===== src/sv/etitp_pkg.sv =====
// Shared types and constants for the efficiency table interpolation block.
// Holds the microcode ROM, the sequencer control types and the field widths.
// No dependencies.
package etitp_pkg;

    localparam int ENTRIES_W  = 7;
    localparam int INDEX_W    = 6;
    localparam int KEY_W      = 16;
    localparam int EFF_W      = 16;
    localparam int TRIAL_W    = 16;
    localparam int S_DATA_W   = 72;
    localparam int M_DATA_W   = 8;
    localparam int APB_ADDR_W = 3;
    localparam int APB_DATA_W = 32;

    // Register word index, taken from paddr above the byte lanes.
    localparam logic [0:0] REG_ENTRIES_IN_USE = 1'b0;

    localparam int PROD_W    = 32;
    localparam int DIV_STEPS = 32;
    localparam int DIV_CNT_W = 5;
    localparam int UPC_W     = 3;

    localparam logic [UPC_W-1:0] UPC_ACCEPT   = 3'd0;
    localparam logic [UPC_W-1:0] UPC_FETCH    = 3'd1;
    localparam logic [UPC_W-1:0] UPC_LOADPREV = 3'd2;
    localparam logic [UPC_W-1:0] UPC_SCAN     = 3'd3;
    localparam logic [UPC_W-1:0] UPC_MUL      = 3'd4;
    localparam logic [UPC_W-1:0] UPC_DIV      = 3'd5;
    localparam logic [UPC_W-1:0] UPC_FIN      = 3'd6;
    localparam logic [UPC_W-1:0] UPC_EMIT     = 3'd7;

    typedef enum logic
    {
        ACT_LOAD,
        ACT_QUERY
    } action_t;

    typedef enum logic [2:0]
    {
        UOP_ACCEPT,
        UOP_FETCH,
        UOP_LOADPREV,
        UOP_SCAN,
        UOP_MUL,
        UOP_DIV,
        UOP_FIN,
        UOP_EMIT
    } uop_t;

    typedef enum logic [2:0]
    {
        HOLD_NONE,
        HOLD_IN_VALID,
        HOLD_SCAN,
        HOLD_DIV,
        HOLD_OUT
    } hold_t;

    typedef enum logic [1:0]
    {
        COND_NEVER,
        COND_ALWAYS,
        COND_SKIP,
        COND_MISS
    } cond_t;

    typedef struct packed
    {
        uop_t             uop;
        hold_t            hold;
        cond_t            cond;
        logic [UPC_W-1:0] target;
    } ucode_t;

    typedef struct packed
    {
        logic load;
        logic step;
    } div_ctrl_t;

    // A step first holds while its hold condition is true, then jumps to its
    // target when its jump condition is true, and otherwise falls through.
    function automatic ucode_t ucode_rom(input logic [UPC_W-1:0] pc);
        ucode_t w;
        case (pc)
            UPC_ACCEPT:   w = '{UOP_ACCEPT,   HOLD_IN_VALID, COND_SKIP,   UPC_EMIT};
            UPC_FETCH:    w = '{UOP_FETCH,    HOLD_NONE,     COND_NEVER,  UPC_ACCEPT};
            UPC_LOADPREV: w = '{UOP_LOADPREV, HOLD_NONE,     COND_NEVER,  UPC_ACCEPT};
            UPC_SCAN:     w = '{UOP_SCAN,     HOLD_SCAN,     COND_MISS,   UPC_EMIT};
            UPC_MUL:      w = '{UOP_MUL,      HOLD_NONE,     COND_NEVER,  UPC_ACCEPT};
            UPC_DIV:      w = '{UOP_DIV,      HOLD_DIV,      COND_NEVER,  UPC_ACCEPT};
            UPC_FIN:      w = '{UOP_FIN,      HOLD_NONE,     COND_NEVER,  UPC_ACCEPT};
            UPC_EMIT:     w = '{UOP_EMIT,     HOLD_OUT,      COND_ALWAYS, UPC_ACCEPT};
            default:      w = '{UOP_ACCEPT,   HOLD_IN_VALID, COND_SKIP,   UPC_EMIT};
        endcase
        return w;
    endfunction

endpackage


===== src/sv/etitp_table.sv =====
// Key and efficiency table: one write port and one registered read port.
// Depends on etitp_pkg for the field widths.
module etitp_table
    import etitp_pkg::*;
#(
    parameter int TABLE_DEPTH = 64,
    localparam int AW = $clog2(TABLE_DEPTH)
)
(
    input  logic             clk,
    input  logic             wr_en,
    input  logic [AW-1:0]    wr_addr,
    input  logic [KEY_W-1:0] wr_key,
    input  logic [EFF_W-1:0] wr_eff,
    input  logic [AW-1:0]    rd_addr,
    output logic [KEY_W-1:0] rd_key,
    output logic [EFF_W-1:0] rd_eff
);

    logic [KEY_W+EFF_W-1:0] mem [TABLE_DEPTH];
    logic [KEY_W+EFF_W-1:0] rd_data_reg;

    always_ff @(posedge clk)
    begin
        if (wr_en)
        begin
            mem[wr_addr] <= {wr_key, wr_eff};
        end
    end

    always_ff @(posedge clk)
    begin
        rd_data_reg <= mem[rd_addr];
    end

    assign rd_key = rd_data_reg[KEY_W+EFF_W-1:EFF_W];
    assign rd_eff = rd_data_reg[EFF_W-1:0];

endmodule


===== src/sv/etitp_div.sv =====
// Restoring divider, one quotient bit per step, for the interpolation slope.
// Depends on etitp_pkg for the control struct and widths.
module etitp_div
    import etitp_pkg::*;
(
    input  logic              clk,
    input  div_ctrl_t         ctrl,
    input  logic [PROD_W-1:0] dividend,
    input  logic [KEY_W-1:0]  divisor,
    output logic [PROD_W-1:0] quotient
);

    logic [PROD_W-1:0] quo_reg;
    logic [KEY_W-1:0]  rem_reg;
    logic [KEY_W:0]    shifted;
    logic              fits;

    // The remainder stays below the divisor, so the shifted value needs one extra bit.
    assign shifted = {rem_reg, quo_reg[PROD_W-1]};
    assign fits    = shifted >= {1'b0, divisor};

    always_ff @(posedge clk)
    begin
        if (ctrl.load)
        begin
            quo_reg <= dividend;
            rem_reg <= '0;
        end
        else if (ctrl.step)
        begin
            quo_reg <= {quo_reg[PROD_W-2:0], fits};
            if (fits)
            begin
                rem_reg <= KEY_W'(shifted - {1'b0, divisor});
            end
            else
            begin
                rem_reg <= shifted[KEY_W-1:0];
            end
        end
    end

    assign quotient = quo_reg;

endmodule


===== src/sv/efficiency_table_interp_trial_core.sv =====
// Channel   Dir  Width  Contents
// s_axis    in   72+1   load entry or photon query (tuser: action)
// m_axis    out  8      detected, in_table
// apb       in   32     entries_in_use register at byte address 0
//
// A load goes from the accept step straight to the emit step, which registers its result.
// A query that finds a pair fetches, loads the previous entry, walks the table pairs, then
// multiplies and runs the divider; one that finds no pair skips the multiply and divide.
// The scan does one memory read per cycle and the divider gives one bit per step.
// Items are processed one at a time; the next item is taken while a result
// still waits in the output register. A stalled output holds the sequencer in
// its emit step. Reset clears control state only; the table needs no clearing.
// Depends on etitp_pkg, etitp_table and etitp_div.
module efficiency_table_interp_trial_core
    import etitp_pkg::*;
#(
    parameter int TABLE_DEPTH = 64
)
(
    input  logic                  clk,
    input  logic                  rst_n,
    input  logic                  s_tvalid,
    output logic                  s_tready,
    // entry_index[5:0], entry_key[21:6], entry_efficiency[37:22],
    // photon_energy[53:38], trial[69:54], zero fill
    input  logic [S_DATA_W-1:0]   s_tdata,
    // action[0]
    input  logic                  s_tuser,
    output logic                  m_tvalid,
    input  logic                  m_tready,
    // detected[0], in_table[1], zero fill
    output logic [M_DATA_W-1:0]   m_tdata,
    input  logic                  psel,
    input  logic                  penable,
    input  logic                  pwrite,
    input  logic [APB_ADDR_W-1:0] paddr,
    input  logic [APB_DATA_W-1:0] pwdata,
    output logic [APB_DATA_W-1:0] prdata,
    output logic                  pready
);

    localparam int AW = $clog2(TABLE_DEPTH);

    logic [INDEX_W-1:0] entry_index;
    logic [KEY_W-1:0]   entry_key;
    logic [EFF_W-1:0]   entry_efficiency;
    logic [KEY_W-1:0]   photon_energy;
    logic [TRIAL_W-1:0] trial;

    assign entry_index      = s_tdata[5:0];
    assign entry_key        = s_tdata[21:6];
    assign entry_efficiency = s_tdata[37:22];
    assign photon_energy    = s_tdata[53:38];
    assign trial            = s_tdata[69:54];

    logic [UPC_W-1:0]     pc_reg, pc_next;
    logic [ENTRIES_W-1:0] entries_reg, entries_next;
    logic [DIV_CNT_W-1:0] div_cnt_reg, div_cnt_next;
    logic                 det_reg, det_next;
    logic                 hit_reg, hit_next;
    logic                 m_valid_reg, m_valid_next;
    logic                 m_det_reg, m_det_next;
    logic                 m_hit_reg, m_hit_next;

    logic [AW-1:0]      addr_reg;
    logic [AW-1:0]      idx_reg;
    logic [KEY_W-1:0]   energy_reg;
    logic [TRIAL_W-1:0] trial_reg;
    logic [KEY_W-1:0]   prev_key_reg;
    logic [EFF_W-1:0]   prev_eff_reg;
    logic [KEY_W-1:0]   dx_reg;
    logic [EFF_W-1:0]   dy_reg;
    logic               neg_reg;
    logic [KEY_W-1:0]   den_reg;

    ucode_t               uc;
    logic                 is_load;
    logic                 accept;
    logic [ENTRIES_W-1:0] n_eff;
    logic [ENTRIES_W-1:0] n_last;
    logic                 too_short;
    logic                 hit;
    logic                 scan_end;
    logic                 out_free;
    logic                 hold;
    logic                 jump;
    logic                 reg_wr;
    logic                 tbl_wr;
    logic [KEY_W-1:0]     rd_key;
    logic [EFF_W-1:0]     rd_eff;
    div_ctrl_t            div_ctrl;
    logic [PROD_W-1:0]    product;
    logic [PROD_W-1:0]    quotient;
    logic signed [18:0]   interp;
    logic [EFF_W-1:0]     eff_clamped;

    assign uc        = ucode_rom(pc_reg);
    assign is_load   = (s_tuser == ACT_LOAD);
    assign s_tready  = (uc.uop == UOP_ACCEPT);
    assign accept    = s_tvalid && s_tready;

    always_comb
    begin
        if (int'(entries_reg) > TABLE_DEPTH)
        begin
            n_eff = ENTRIES_W'(TABLE_DEPTH);
        end
        else
        begin
            n_eff = entries_reg;
        end
    end

    assign n_last    = n_eff - ENTRIES_W'(1);
    assign too_short = n_eff < ENTRIES_W'(2);
    assign hit       = (prev_key_reg < energy_reg) && (energy_reg < rd_key);
    assign scan_end  = (idx_reg == '0);
    assign out_free  = !m_valid_reg || m_tready;

    assign tbl_wr = accept && is_load && (int'(entry_index) < TABLE_DEPTH);

    etitp_table #(.TABLE_DEPTH(TABLE_DEPTH)) u_table
    (
        .clk     (clk),
        .wr_en   (tbl_wr),
        .wr_addr (AW'(entry_index)),
        .wr_key  (entry_key),
        .wr_eff  (entry_efficiency),
        .rd_addr (addr_reg),
        .rd_key  (rd_key),
        .rd_eff  (rd_eff)
    );

    assign product  = dx_reg * dy_reg;
    assign div_ctrl = '{load: (uc.uop == UOP_MUL), step: (uc.uop == UOP_DIV)};

    etitp_div u_div
    (
        .clk      (clk),
        .ctrl     (div_ctrl),
        .dividend (product),
        .divisor  (den_reg),
        .quotient (quotient)
    );

    // The quotient is below the efficiency span, so 17 bits carry it fully.
    always_comb
    begin
        if (neg_reg)
        begin
            interp = $signed({3'b000, prev_eff_reg}) - $signed({2'b00, quotient[16:0]});
        end
        else
        begin
            interp = $signed({3'b000, prev_eff_reg}) + $signed({2'b00, quotient[16:0]});
        end
        if (interp < 0)
        begin
            eff_clamped = '0;
        end
        else if (interp > 19'sd65535)
        begin
            eff_clamped = '1;
        end
        else
        begin
            eff_clamped = interp[EFF_W-1:0];
        end
    end

    // Sequencer: hold, then conditional jump, else fall through.
    always_comb
    begin
        case (uc.hold)
            HOLD_NONE:     hold = 1'b0;
            HOLD_IN_VALID: hold = !s_tvalid;
            HOLD_SCAN:     hold = !hit && !scan_end;
            HOLD_DIV:      hold = (div_cnt_reg != '0);
            HOLD_OUT:      hold = !out_free;
            default:       hold = 1'b0;
        endcase
        case (uc.cond)
            COND_NEVER:  jump = 1'b0;
            COND_ALWAYS: jump = 1'b1;
            COND_SKIP:   jump = is_load || too_short;
            COND_MISS:   jump = !hit;
            default:     jump = 1'b0;
        endcase
        if (hold)
        begin
            pc_next = pc_reg;
        end
        else if (jump)
        begin
            pc_next = uc.target;
        end
        else
        begin
            pc_next = pc_reg + UPC_W'(1);
        end
    end

    assign reg_wr = psel && penable && pwrite && pready &&
                    (paddr[APB_ADDR_W-1:2] == REG_ENTRIES_IN_USE);

    always_comb
    begin
        entries_next = entries_reg;
        div_cnt_next = div_cnt_reg;
        det_next     = det_reg;
        hit_next     = hit_reg;
        m_valid_next = m_valid_reg;
        m_det_next   = m_det_reg;
        m_hit_next   = m_hit_reg;
        if (reg_wr)
        begin
            entries_next = pwdata[ENTRIES_W-1:0];
        end
        if (m_tready)
        begin
            m_valid_next = 1'b0;
        end
        case (uc.uop)
            UOP_ACCEPT:
            begin
                det_next = 1'b0;
                hit_next = 1'b0;
            end
            UOP_MUL:
            begin
                div_cnt_next = DIV_CNT_W'(DIV_STEPS - 1);
            end
            UOP_DIV:
            begin
                if (div_cnt_reg != '0)
                begin
                    div_cnt_next = div_cnt_reg - DIV_CNT_W'(1);
                end
            end
            UOP_FIN:
            begin
                det_next = (trial_reg <= eff_clamped);
                hit_next = 1'b1;
            end
            UOP_EMIT:
            begin
                if (out_free)
                begin
                    m_valid_next = 1'b1;
                    m_det_next   = det_reg;
                    m_hit_next   = hit_reg;
                end
            end
            default:
            begin
            end
        endcase
    end

    always_ff @(posedge clk or negedge rst_n)
    begin
        if (!rst_n)
        begin
            pc_reg      <= UPC_ACCEPT;
            entries_reg <= '0;
            div_cnt_reg <= '0;
            det_reg     <= 1'b0;
            hit_reg     <= 1'b0;
            m_valid_reg <= 1'b0;
            m_det_reg   <= 1'b0;
            m_hit_reg   <= 1'b0;
        end
        else
        begin
            pc_reg      <= pc_next;
            entries_reg <= entries_next;
            div_cnt_reg <= div_cnt_next;
            det_reg     <= det_next;
            hit_reg     <= hit_next;
            m_valid_reg <= m_valid_next;
            m_det_reg   <= m_det_next;
            m_hit_reg   <= m_hit_next;
        end
    end

    // The read address runs one entry ahead of the data register, so the scan
    // compares one new pair every cycle.
    always_ff @(posedge clk)
    begin
        case (uc.uop)
            UOP_ACCEPT:
            begin
                energy_reg <= photon_energy;
                trial_reg  <= trial;
                addr_reg   <= AW'(n_last);
                idx_reg    <= AW'(n_last - ENTRIES_W'(1));
            end
            UOP_FETCH:
            begin
                addr_reg <= addr_reg - AW'(1);
            end
            UOP_LOADPREV:
            begin
                prev_key_reg <= rd_key;
                prev_eff_reg <= rd_eff;
                addr_reg     <= addr_reg - AW'(1);
            end
            UOP_SCAN:
            begin
                if (hit)
                begin
                    dx_reg  <= energy_reg - prev_key_reg;
                    den_reg <= rd_key - prev_key_reg;
                    neg_reg <= rd_eff < prev_eff_reg;
                    if (rd_eff < prev_eff_reg)
                    begin
                        dy_reg <= prev_eff_reg - rd_eff;
                    end
                    else
                    begin
                        dy_reg <= rd_eff - prev_eff_reg;
                    end
                end
                else
                begin
                    prev_key_reg <= rd_key;
                    prev_eff_reg <= rd_eff;
                    addr_reg     <= addr_reg - AW'(1);
                    idx_reg      <= idx_reg - AW'(1);
                end
            end
            default:
            begin
            end
        endcase
    end

    assign m_tvalid = m_valid_reg;
    assign m_tdata  = {{(M_DATA_W - 2){1'b0}}, m_hit_reg, m_det_reg};
    assign pready   = 1'b1;
    assign prdata   = (paddr[APB_ADDR_W-1:2] == REG_ENTRIES_IN_USE) ?
                      APB_DATA_W'(entries_reg) : '0;

endmodule


===== config.mk =====
export PLATFORM = sky130hd
export DESIGN_NAME = efficiency_table_interp_trial_core
export DESIGN_NICKNAME = d
export VERILOG_FILES = /design/src/sv/etitp_pkg.sv /design/src/sv/etitp_table.sv /design/src/sv/etitp_div.sv /design/src/sv/efficiency_table_interp_trial_core.sv
export SDC_FILE = /design/constraint.sdc
export NUM_CORES = 2
export LEC_CHECK = 0
export BUFFER_PORTS_ARGS = -buffer_cell sky130_fd_sc_hd__buf_2
export CORE_MARGIN = 4
export CORE_UTILIZATION = 40
export CTS_BUF_LIST = sky130_fd_sc_hd__clkbuf_16
export DETAILED_ROUTE_END_ITERATION = 6
export GPL_TIMING_DRIVEN = 0
export RECOVER_POWER = 50
export SLEW_MARGIN = 20
export SYNTH_ARGS = -nofsm -noshare
export SYNTH_HDL_FRONTEND = slang
export SYNTH_SLANG_ARGS = --single-unit

===== constraint.sdc =====
create_clock -name clk -period 7.8 [get_ports clk]
set_clock_uncertainty 0.1 [all_clocks]
set_input_delay 0.39 -clock clk [delete_from_list [all_inputs] [get_ports clk]]
set_output_delay 0.39 -clock clk [all_outputs]
set_load 0.03 [all_outputs]

==> out/metrics.yaml <==
largest_register_ff_count: 2048
drv_cap: 36
min_path_type: "in -> reg"
end_kind: "flip-flop"
grt_usage_pct: 21.5
p_sw_mw: 21.8
finalInstanceArea_sq_mm: 0.117
crit_fanout: 10
rsz0062_at_grt: "false"
final_core_util_pct: 46.3
ios: 158
arrival_ns: 7.80
avgViaCountPerCell: 5.64
core-area_sq_mm: 0.252
combinationalPowerShare_pct: 51.5
worstMarginPinSlew_ns: 3.97
path_class: "reg -> reg"
finalCritPeriodShare_pct: 94.0
crit_path_start_kind: "flip-flop"
power_density_mw_per_mm2: 447
p_clk_share_pct: 20.3
reg2reg_slack_ns: 0.47
synth-edff-count: 2205
synth.distinct_cells: 90
slew_headroom_pct: -165
routed_wl_um: 288000
synthArstFlopShare_pct: 0.880
violations: "capacitance limit, slew limit"
dpl_cell_area_sq_mm: 0.109
dr.pass1.iters: 6
setup_viol: 0
path_cells: "clkbuf_1 > nand2_1 > fa_1 > inv_1 > fa_1 > inv_1 > fa_1 > inv_1 > fa_1 > inv_1 > fa_1 > inv_1 > fa_1 > ha_1 > a211oi_1 > nor2_1 > o41ai_2 > o21ba_2 > a21oi_1 > nor3_1 > a21oi_1 > o21a_1 > o31ai_1"
dp.cells: 9914
nets: 7443
crit_top_cell: "fa_1"
swShare_pct: 41.9
rr_endpoint: "u_div.quotient[31]"
dp_hpwl_um: 202000
die-area_sq_mm: 0.262
grt_max_degree: 65
clk_pin_slew_ns: 0.06
power_frac_seq_pct: 28.2
setup_ws_ns: 0.468
final_hold_viol_count: 0
io_buffers: 93
final_common_cell: "edfxtp_1"
place_worst_setup_slack_ns: 0.473
cts-resized-gates: 0
cts_root_buf: "clkbuf_16"
power.internal_mw: 30.3
rr_worst_depth: 23
drt_iter0_markers: 6848
numCtsBuffers: 234
post-route-min-period_ns: 7.33
synth_cells: 6354
cts_tree: "done"
insertion_delay_ns: 0.91
ys_seq_area_share_pct: 66.7
postCtsSetupRepairBufs: 0
vdd_drop_max_mv: 0.841
ys_ff_latch: 2273
overflow: 0
drc: 0
die_h_um: 512
rr_startpoint: "dx_reg[12]"
layoutNonFillerInstCount: 10400
outcome: "complete, but fails checks"
start_util_pct: 40.3
cts_max_path_buffers: 4
mostFrequentLayoutCells: "edfxtp_1, inv_1, a21oi_1, mux2i_1, nand2_1"
ys.warnings.count: 0
netlist_area_sq_mm: 0.102
htree_num_levels: 4
synth-main-ff-cell: "edfxtp_1"
slowest_delay_ns: 0.64
slew_violations: 2074
layout-drive-gt1-share_pct: 15.4
syn_avg_cell_area_sq_um: 16.0
p_leak_nw: 41.0
routedWlPerCell_um: 27.7
die_width_um: 512
worstHoldEndpoint: "trial_reg[15]"
crit_required_ns: 8.27
finalWeightedCongestion: 0.878
cp_slowest_cell: "edfxtp_1"
hold_slack_ns: 0.183
cts_sinks: 2273
rows: 184
holdPathStages: 2
via_count: 58700
first_global_vias: 58400
syn_to_final_growth_pct: 14.8
antenna_found_initial: 20
ant_nets: 0
min-delay-start: "s_tdata[69]"
fmax_mhz: 136
grt_pass1_wl_um: 412000
per-layer routing:
| layer | share of wire (%) | track usage (%) | vias to the layer above |
|---|---|---|---|
| met5 | 0.016 | 0 | - |
| met4 | 4.0 | 8.07 | 6 |
| met3 | 8.0 | 3.63 | 488 |
| met2 | 47 | 34.3 | 2485 |
| met1 | 41 | 29.8 | 30400 |
| li1 | - | - | 25400 |
power by group through the flow:
stage | Clock [mW] | Sequential, mW | Combinational (mW)
after floorplan | 0 | 14.7 | 18.2
after global placement | 0 | 14.9 | 26.3
after detailed placement | 0 | 14.9 | 26.7
after CTS | 10.7 | 14.6 | 26.9
after global routing | 11.3 | 14.7 | 29.5
final | 10.6 | 14.7 | 26.9
through the flow:
stage	setup TNS (ns)	total power, mW
global placement	-3.89	41.2
finish	0	52.1
CTS	0	52.3
global route	0	55.5
detailed placement	0	41.6
floorplan	0	32.9
cell usage after synthesis (all sizes together) (7+ instances only):
master	n	area share (%)
o221ai	124	1.1
o21ai	241	1.2
o21a	16	0.12
or3	11	0.068
ha	256	3.2
o31ai	12	0.10
o211ai	14	0.10
mux4	272	6.0
nand2	299	1.1
a21oi	434	2.1
fa	201	4.0
xnor2	70	0.60
nand3	31	0.16
a31oi	11	0.068
buf	169	1.0
dfrtp	20	0.49
a21o	41	0.30
xor2	35	0.30
nor2	210	0.78
mux2i	399	3.9
nand4	15	0.092
clkbuf	171	0.63
nor3	87	0.43
a211oi	50	0.38
o22ai	126	0.78
nand2b	30	0.18
mux2	139	1.5
dfxtp	48	0.95
inv	395	1.5
nor4	7	0.049
edfxtp	2205	65
o21bai	13	0.096
and2	89	0.55
nor2b	31	0.19
cell families after synthesis:
family	count (synthesis)	share of synthesized area, %
fa+ha+maj	457	7.12
buf+inv	736	3.12
other cells	2	0.00740
compound gates	1134	6.88
xor+xnor	105	0.906
mux	810	11.5
flops	2273	66.7
simple gates	837	3.80
final cells by class:
cell class              instances  area (sq um)
clock buffers                 237          5930
multi-input cells            3375         31300
plain buffers                 340          1690
well taps                    3348          4190
flip-flops and latches       2273         67700
diodes                          4          10.0
repair buffers                251          2980
inverters                     396          1490
fillers                     21600        135000
clock inverters               188          1240
worst max-delay path by stage:
stage                          start  slack, ns                  end
after floorplan            dy_reg[1]       1.69   u_div.quotient[27]
after detailed placement  dx_reg[12]       0.47   u_div.quotient[31]
after global placement     pc_reg[2]      -0.07  u_table.mem[60][13]
after global routing      dx_reg[12]       0.17   u_div.quotient[31]
after CTS                  dy_reg[8]       0.47   u_div.quotient[31]
final                     dx_reg[12]       0.47   u_div.quotient[31]
timing repair:
action | in CTS | in global routing
hold buffers | 63 | 6
endpoints found under the hold margin | 622 | 142
endpoints found under the setup margin | 0 | 0
worst max-delay path: cells and delay by family (launching register included):
family | cells | cell delay (ns)
fa+ha+maj | 7 | 3.39
simple gates | 3 | 0.53
flops | 1 | 0.64
compound gates | 7 | 1.62
buf+inv | 6 | 0.78
(Power assumes the default switching activity.)
